`src/sv/tmr8_pkg.sv`:
```
package tmr8_pkg;

    typedef enum logic [1:0]
    {
        KIND_TICK  = 2'd0,
        KIND_WRITE = 2'd1,
        KIND_READ  = 2'd2,
        KIND_ACK   = 2'd3
    } kind_t;

    typedef enum logic [1:0]
    {
        ACK_OVF  = 2'd0,
        ACK_CMPA = 2'd1,
        ACK_CMPB = 2'd2
    } ack_src_t;

    typedef enum logic [1:0]
    {
        CFG_OVF_IE  = 2'd0,
        CFG_CMPA_IE = 2'd1,
        CFG_CMPB_IE = 2'd2
    } cfg_index_t;

    localparam logic [7:0] ADDR_CTRL_A = 8'h44;
    localparam logic [7:0] ADDR_CTRL_B = 8'h45;
    localparam logic [7:0] ADDR_COUNT  = 8'h46;
    localparam logic [7:0] ADDR_CMP_A  = 8'h47;
    localparam logic [7:0] ADDR_CMP_B  = 8'h48;

    localparam logic [7:0] CTRL_A_MASK = 8'hF3;
    localparam logic [7:0] CTRL_B_MASK = 8'hCF;

    localparam logic [2:0] SEL_OFF     = 3'd0;
    localparam logic [2:0] SEL_DIV1    = 3'd1;
    localparam logic [2:0] SEL_DIV8    = 3'd2;
    localparam logic [2:0] SEL_DIV64   = 3'd3;
    localparam logic [2:0] SEL_DIV256  = 3'd4;
    localparam logic [2:0] SEL_DIV1024 = 3'd5;

    localparam logic [2:0] MODE_NORMAL = 3'd0;
    localparam logic [2:0] MODE_CTC    = 3'd2;

    localparam int PRESCALE_W = 11;

    localparam int FLAG_OVF  = 0;
    localparam int FLAG_CMPA = 1;
    localparam int FLAG_CMPB = 2;

    typedef struct packed
    {
        logic cmpb;
        logic cmpa;
        logic ovf;
    } irq_en_t;

    typedef struct packed
    {
        logic       irq_compare_b;
        logic       irq_compare_a;
        logic       irq_overflow;
        logic [7:0] read_data;
    } result_t;

    function automatic logic [PRESCALE_W-1:0] divisor_of(input logic [2:0] sel);
        logic [PRESCALE_W-1:0] d;
        case (sel)
            SEL_DIV1:    d = PRESCALE_W'(1);
            SEL_DIV8:    d = PRESCALE_W'(8);
            SEL_DIV64:   d = PRESCALE_W'(64);
            SEL_DIV256:  d = PRESCALE_W'(256);
            SEL_DIV1024: d = PRESCALE_W'(1024);
            default:     d = '0;
        endcase
        return d;
    endfunction

endpackage

```
`src/sv/tmr8_core.sv`:
```
module tmr8_core
    import tmr8_pkg::*;
(
    input  logic       clk,
    input  logic       rst_n,
    input  logic       word_en,
    input  kind_t      kind,
    input  logic [7:0] reg_address,
    input  logic [7:0] write_data,
    input  logic       global_irq_enable,
    input  logic [1:0] ack_source,
    input  irq_en_t    irq_en,
    output result_t    result
);

    logic [7:0]            ctrl_a_reg, ctrl_a_next;
    logic [7:0]            ctrl_b_reg, ctrl_b_next;
    logic [7:0]            count_reg, count_next;
    logic [7:0]            cmp_a_reg, cmp_a_next;
    logic [7:0]            cmp_b_reg, cmp_b_next;
    logic [PRESCALE_W-1:0] pre_reg, pre_next;
    logic [2:0]            flags_reg, flags_next;

    logic [2:0]            sel;
    logic [2:0]            mode;
    logic [PRESCALE_W-1:0] pre_dec;
    logic [7:0]            count_inc;
    logic                  step;

    assign sel       = ctrl_b_reg[2:0];
    assign mode      = {ctrl_b_reg[3], ctrl_a_reg[1:0]};
    assign pre_dec   = (pre_reg != '0) ? pre_reg - PRESCALE_W'(1) : pre_reg;
    assign count_inc = count_reg + 8'd1;

    always_comb
    begin
        ctrl_a_next = ctrl_a_reg;
        ctrl_b_next = ctrl_b_reg;
        count_next  = count_reg;
        cmp_a_next  = cmp_a_reg;
        cmp_b_next  = cmp_b_reg;
        pre_next    = pre_reg;
        flags_next  = flags_reg;
        step        = 1'b0;
        result      = '0;

        case (kind)
            KIND_TICK:
            begin
                if (sel != SEL_OFF)
                begin
                    if (sel <= SEL_DIV1024)
                    begin
                        pre_next = pre_dec;
                        if (pre_dec == '0)
                        begin
                            pre_next = divisor_of(sel);
                            step     = 1'b1;
                        end
                    end
                    if (step && (mode == MODE_NORMAL || mode == MODE_CTC))
                    begin
                        count_next = count_inc;
                        if (count_inc == 8'd0)
                        begin
                            flags_next[FLAG_OVF] = 1'b1;
                        end
                        else if (mode == MODE_CTC && count_inc == cmp_a_reg)
                        begin
                            flags_next[FLAG_CMPA] = 1'b1;
                            count_next            = 8'd0;
                        end
                    end
                    if (global_irq_enable)
                    begin
                        result.irq_overflow  = flags_next[FLAG_OVF] & irq_en.ovf;
                        result.irq_compare_a = flags_next[FLAG_CMPA] & irq_en.cmpa;
                        result.irq_compare_b = flags_next[FLAG_CMPB] & irq_en.cmpb;
                    end
                end
            end
            KIND_WRITE:
            begin
                case (reg_address)
                    ADDR_CTRL_A: ctrl_a_next = write_data & CTRL_A_MASK;
                    ADDR_CTRL_B: ctrl_b_next = write_data & CTRL_B_MASK;
                    ADDR_COUNT:  count_next  = write_data;
                    ADDR_CMP_A:  cmp_a_next  = write_data;
                    ADDR_CMP_B:  cmp_b_next  = write_data;
                    default:     ;
                endcase
            end
            KIND_READ:
            begin
                case (reg_address)
                    ADDR_CTRL_A: result.read_data = ctrl_a_reg;
                    ADDR_CTRL_B: result.read_data = ctrl_b_reg;
                    ADDR_COUNT:  result.read_data = count_reg;
                    ADDR_CMP_A:  result.read_data = cmp_a_reg;
                    ADDR_CMP_B:  result.read_data = cmp_b_reg;
                    default:     result.read_data = 8'd0;
                endcase
            end
            KIND_ACK:
            begin
                case (ack_source)
                    ACK_OVF:  flags_next[FLAG_OVF]  = 1'b0;
                    ACK_CMPA: flags_next[FLAG_CMPA] = 1'b0;
                    ACK_CMPB: flags_next[FLAG_CMPB] = 1'b0;
                    default:  ;
                endcase
            end
            default: ;
        endcase
    end

    always_ff @(posedge clk or negedge rst_n)
    begin
        if (!rst_n)
        begin
            ctrl_a_reg <= '0;
            ctrl_b_reg <= '0;
            count_reg  <= '0;
            cmp_a_reg  <= '0;
            cmp_b_reg  <= '0;
            pre_reg    <= '0;
            flags_reg  <= '0;
        end
        else if (word_en)
        begin
            ctrl_a_reg <= ctrl_a_next;
            ctrl_b_reg <= ctrl_b_next;
            count_reg  <= count_next;
            cmp_a_reg  <= cmp_a_next;
            cmp_b_reg  <= cmp_b_next;
            pre_reg    <= pre_next;
            flags_reg  <= flags_next;
        end
    end

endmodule

```
`src/sv/timer8_prescaled_ctc_counter_top.sv`:
```
// A result word is registered and is valid the cycle after its input word is taken.
// Throughput: one word per cycle; the single output register stalls input only
// while a held result is not taken.
// Reset (rst_n, async, active low) clears all timer registers, the prescaler,
// pending flags, interrupt enables and the output valid.
module timer8_prescaled_ctc_counter_top
    import tmr8_pkg::*;
(
    input  logic        clk,
    input  logic        rst_n,
    input  logic        s_axis_tvalid,
    output logic        s_axis_tready,
    input  logic [23:0] s_axis_tdata,  // reg_address[7:0], write_data[15:8],
                                       // global_irq_enable[16], ack_source[18:17]
    input  logic [1:0]  s_axis_tuser,  // kind[1:0]
    output logic        m_axis_tvalid,
    input  logic        m_axis_tready,
    output logic [15:0] m_axis_tdata,  // read_data[7:0], irq_overflow[8],
                                       // irq_compare_a[9], irq_compare_b[10]
    input  logic        cfg_we,
    input  logic [1:0]  cfg_index,
    input  logic        cfg_wdata
);

    irq_en_t irq_en_reg;
    result_t result;
    result_t out_reg;
    logic    out_valid_reg;
    logic    word_en;

    assign s_axis_tready = !out_valid_reg || m_axis_tready;
    assign word_en       = s_axis_tvalid && s_axis_tready;

    tmr8_core u_core
    (
        .clk               (clk),
        .rst_n             (rst_n),
        .word_en           (word_en),
        .kind              (kind_t'(s_axis_tuser)),
        .reg_address       (s_axis_tdata[7:0]),
        .write_data        (s_axis_tdata[15:8]),
        .global_irq_enable (s_axis_tdata[16]),
        .ack_source        (s_axis_tdata[18:17]),
        .irq_en            (irq_en_reg),
        .result            (result)
    );

    always_ff @(posedge clk or negedge rst_n)
    begin
        if (!rst_n)
        begin
            irq_en_reg <= '0;
        end
        else if (cfg_we)
        begin
            case (cfg_index)
                CFG_OVF_IE:  irq_en_reg.ovf  <= cfg_wdata;
                CFG_CMPA_IE: irq_en_reg.cmpa <= cfg_wdata;
                CFG_CMPB_IE: irq_en_reg.cmpb <= cfg_wdata;
                default:     ;
            endcase
        end
    end

    always_ff @(posedge clk or negedge rst_n)
    begin
        if (!rst_n)
        begin
            out_valid_reg <= 1'b0;
        end
        else if (s_axis_tready)
        begin
            out_valid_reg <= s_axis_tvalid;
        end
    end

    always_ff @(posedge clk)
    begin
        if (word_en)
        begin
            out_reg <= result;
        end
    end

    assign m_axis_tvalid = out_valid_reg;
    assign m_axis_tdata  = {5'd0, out_reg};

endmodule

```
`config.mk`:
```
export PLATFORM = sky130hd
export DESIGN_NAME = timer8_prescaled_ctc_counter_top
export DESIGN_NICKNAME = d
export VERILOG_FILES = /design/src/sv/tmr8_pkg.sv /design/src/sv/tmr8_core.sv /design/src/sv/timer8_prescaled_ctc_counter_top.sv
export SDC_FILE = /design/constraint.sdc
export NUM_CORES = 1
export LEC_CHECK = 0
export ABC_CLOCK_PERIOD_IN_PS = 2700
export BUFFER_PORTS_ARGS = -buffer_cell sky130_fd_sc_hd__buf_4
export CORE_MARGIN = 8
export CORE_UTILIZATION = 45
export CTS_CLUSTER_SIZE = 12
export DETAILED_ROUTE_END_ITERATION = 10
export PLACE_DENSITY_LB_ADDON = 0.25
export SLEW_MARGIN = 20
export SYNTH_ARGS = -nofsm -noshare
export SYNTH_HDL_FRONTEND = slang
export SYNTH_SLANG_ARGS = --single-unit
```
`constraint.sdc`:
```
create_clock -name clk -period 2.7 [get_ports clk]
set_input_delay 0.54 -clock clk [delete_from_list [all_inputs] [get_ports clk]]
set_output_delay 0.54 -clock clk [all_outputs]
set_load 0.01 [all_outputs]
```
==> metrics.md <==
| Metric | Value |
|---|---|
| Status | finished, final reports clean |
| Initial Utilization | 0.4641 |
| Max_cap viols | 0 |
| TritonCTS buffer count | 9 |
| Critical Path RT | 2.92 ns |
| Clk_lat worst skew | 0.35 ns |
| Vias in the first global route | 3105 |
| Finished Core Util | 0.5547 |
| Fin. max-slew vios | 0 |
| Top_reg_cell synth | dfrtp_1 |
| Die Wd | 105.3 µm |
| Routed len/inst | 16.93 µm |
| CP Launch Type | register |
| Max VDD drop | 0.2870 mV |
| Core Box Area | 7727 µm² |
| Synth top area share | 0.3629 |
| Cells after Synth | 350 |
| Post-synth EDFFs | 10 |
| Total track usage | 0.1639 |
| Post-route setup TNS | 0 ns |
| Ys Warns | 0 |
| # rows | 32 |
| Ports | 52 |
| Kind of critical path | register to register |
| Initial DRC count | 147 |
| Syn_area_per_cell | 10.25 µm² |
| Clock Tree Root | clkbuf_8 |
| Diode count | 0 |
| Hold Fails Final Rpt | 0 |
| Tmin final | 2.488 ns |
| Share of cells above drive strength 1 | 0.2451 |
| CP Max Fanout | 7 |
| HP Class | input port to asynchronous set/reset pin |
| Final setup viols | 0 |
| Place WS | 0.1770 ns |
| Final WS setup | 0.2118 ns |
| Relative slew margins | 0.5532 |
| Post-route DRC | 0 |
| Routed WL | 8704 µm |
| DR vias | 2985 |
| Final worst-path cycle share | 0.9215 |
| Max clock buf depth | 2 |
| Largest register FFs | 11 |
| Sequential cell area fraction in the yosys report | 0.4466 |
| Synth Register Bits | 62 |
| H-tree Lvls | 3 |
| Worst setup EP type | register |
| Via density | 5.807 |
| RSZ-0062 raised after global routing | no |
| Skew final | 0.007790 ns |
| CTS Hold Buffers Added | 0 |
| Final Wtd Congestion | 0.8605 |
| Synth top area cells | dfrtp_1 36%, edfxtp_1 8.4%, mux2_1 6.0% |
| Initial antenna violation count | 0 |
| Gr ovfl total | 0 |
| Port bufs | 40 |
| DRT Pass-1 Iters | 6 |
| PD cells | 714.4 nW/µm² |
| Clk pin slew, worst setup/hold paths | 0.07 ns |
| Library cells used by synthesis | 67 |
| Leakage | 1.915 nW |
| Area Growth Syn to Fin | 19.54% |
| Die Ht | 105.3 µm |
| Global-route wire length before repair | 14830 µm |
| Synth area leader | dfrtp_1 |
| Final nets | 448 |
| Worst-Margin Slew | 0.6703 ns |
| Die area | 11080 µm² |
| Maximum clock rate | 0.4019 GHz |
| Final ANT Viol Nets | 0 |
| Mapped Area | 3586 µm² |
| CTS Sinks | 62 |
| TritonCTS clock tree | yes |
| Worst path arrival time | 2.71 ns |
| Largest net degree at the start of global routing | 53 |
| Post-synth ARST share | 0.8387 |
| Post-DP HPWL | 6577 µm |
-- through the flow --
step	power (mW)	instances	area, µm²	hold slack [ns]
after detailed placement	2.260	499	4090	0.4776
after CTS	3.072	514	4278	0.2443
after floorplan	1.930	355	3605	0.2444
after global placement	2.240	499	4090	0.4635
after global routing	3.267	514	4287	0.2744
final	3.062	514	4287	0.2195
-- timing repair --
action	CTS	global route
gates resized for setup	0	2
endpoints found under the setup margin	0	6
setup buffers	0	0
-- layout by cell type (no fill, tap or decap), types with 6 or more instances in the layout --
cell type,synthesis,final
conb_1,1,6
nand2_1,28,28
mux2_2,15,15
mux2_1,19,19
ha_1,6,6
clkbuf_8,0,9
a32oi_1,7,7
o21ai_1,6,6
nand3_1,9,9
a21oi_1,10,10
dfrtp_1,52,52
xnor2_1,13,13
nor2_1,28,28
inv_1,16,16
nor3_1,6,6
buf_4,7,61
o21ai_0,9,9
edfxtp_1,10,10
a31oi_1,6,6
-- Yosys cell counts, drive strengths merged, types with 3 or more instances --
cell type   n
clkbuf      9
a31oi       6
nand2b      5
a32oi       7
mux2i       4
a22o        4
nand4       5
a222oi      4
and3        4
o21ai      15
nand3b      3
inv        17
xnor2      13
xor2        3
buf        10
nor3        9
mux2       34
o22ai       5
nor2       29
a21oi      10
a211o       3
edfxtp     10
nand3      10
nor4        3
dfrtp      52
nand2      28
or3         3
ha          6
-- path summary, 6_finish.rpt --
| kind | from | to | depth (start not counted) | slack (ns) |
|---|---|---|---|---|
| min reg2reg | u_core.cmp_b_reg[5]$_DFFE_PN0P_ | u_core.cmp_b_reg[5]$_DFFE_PN0P_ | 1 | 0.49 |
| min in group clk | s_axis_tvalid | m_axis_tvalid$_DFFE_PN0N_ | 2 | 0.40 |
| max | u_core.count_reg[0]$_DFFE_PN0P_ | m_axis_tdata[9]$_SDFFCE_PN0P_ | 8 | 0.21 |
| max reg2reg | u_core.count_reg[0]$_DFFE_PN0P_ | m_axis_tdata[9]$_SDFFCE_PN0P_ | 8 | 0.21 |
| max in group asynchronous | rst_n | u_core.cmp_b_reg[6]$_DFFE_PN0P_ | 1 | 2.03 |
| min | rst_n | u_core.pre_reg[2]$_DFFE_PN0P_ | 1 | 0.22 |
-- area by class of cell --
cell class	instances	area, µm²
clock buffer	9	123.9
clock inverter	6	63.81
fill	690	3441
inverter	17	63.81
multi-input combinational	257	1848
sequential	62	1602
tap	102	127.6
timing repair buffer	61	457.9
-- critical path, cell delays in order (launching register included) --
cell and delay [ns]:
dfrtp_1 0.47, ha_1 0.37, xnor2_1 0.16, nand4_1 0.12, a211o_1 0.34, nor4_4 0.41
nand2_1 0.15, nor2_1 0.17, o2111a_1 0.19
-- kinds of logic (layout without fill, tap and decap cells) --
| logic type | count (synthesis) | count (layout) | synth area share |
|---|---|---|---|
| buffers and inverters | 36 | 93 | 0.04571 |
| AOI/OAI and AO/OA | 77 | 77 | 0.1553 |
| xor gates and xnor gates | 16 | 16 | 0.03908 |
| and+or+nand+nor | 114 | 114 | 0.1734 |
| muxes | 38 | 38 | 0.1179 |
| adders and majority gates | 6 | 6 | 0.02093 |
| DFF | 62 | 62 | 0.4466 |
| other | 1 | 6 | 0.001046 |
-- layer usage --
layer | GRT usage | up-vias | wire length [µm]
met3 | 0.04385 | 14 | 492
met1 | 0.2040 | 1466 | 3857
li1 | - | 1406 | -
met5 | 0 | - | 0
met2 | 0.2617 | 99 | 4226
met4 | 0.07136 | 0 | 128
-- report_power, final --
| group | switching, mW | internal, mW |
|---|---|---|
| clock | 0.386 | 0.419 |
| sequential | 0.189 | 1.07 |
| combinational | 0.536 | 0.459 |
Note: power is estimated with default switching activity, not from simulation.
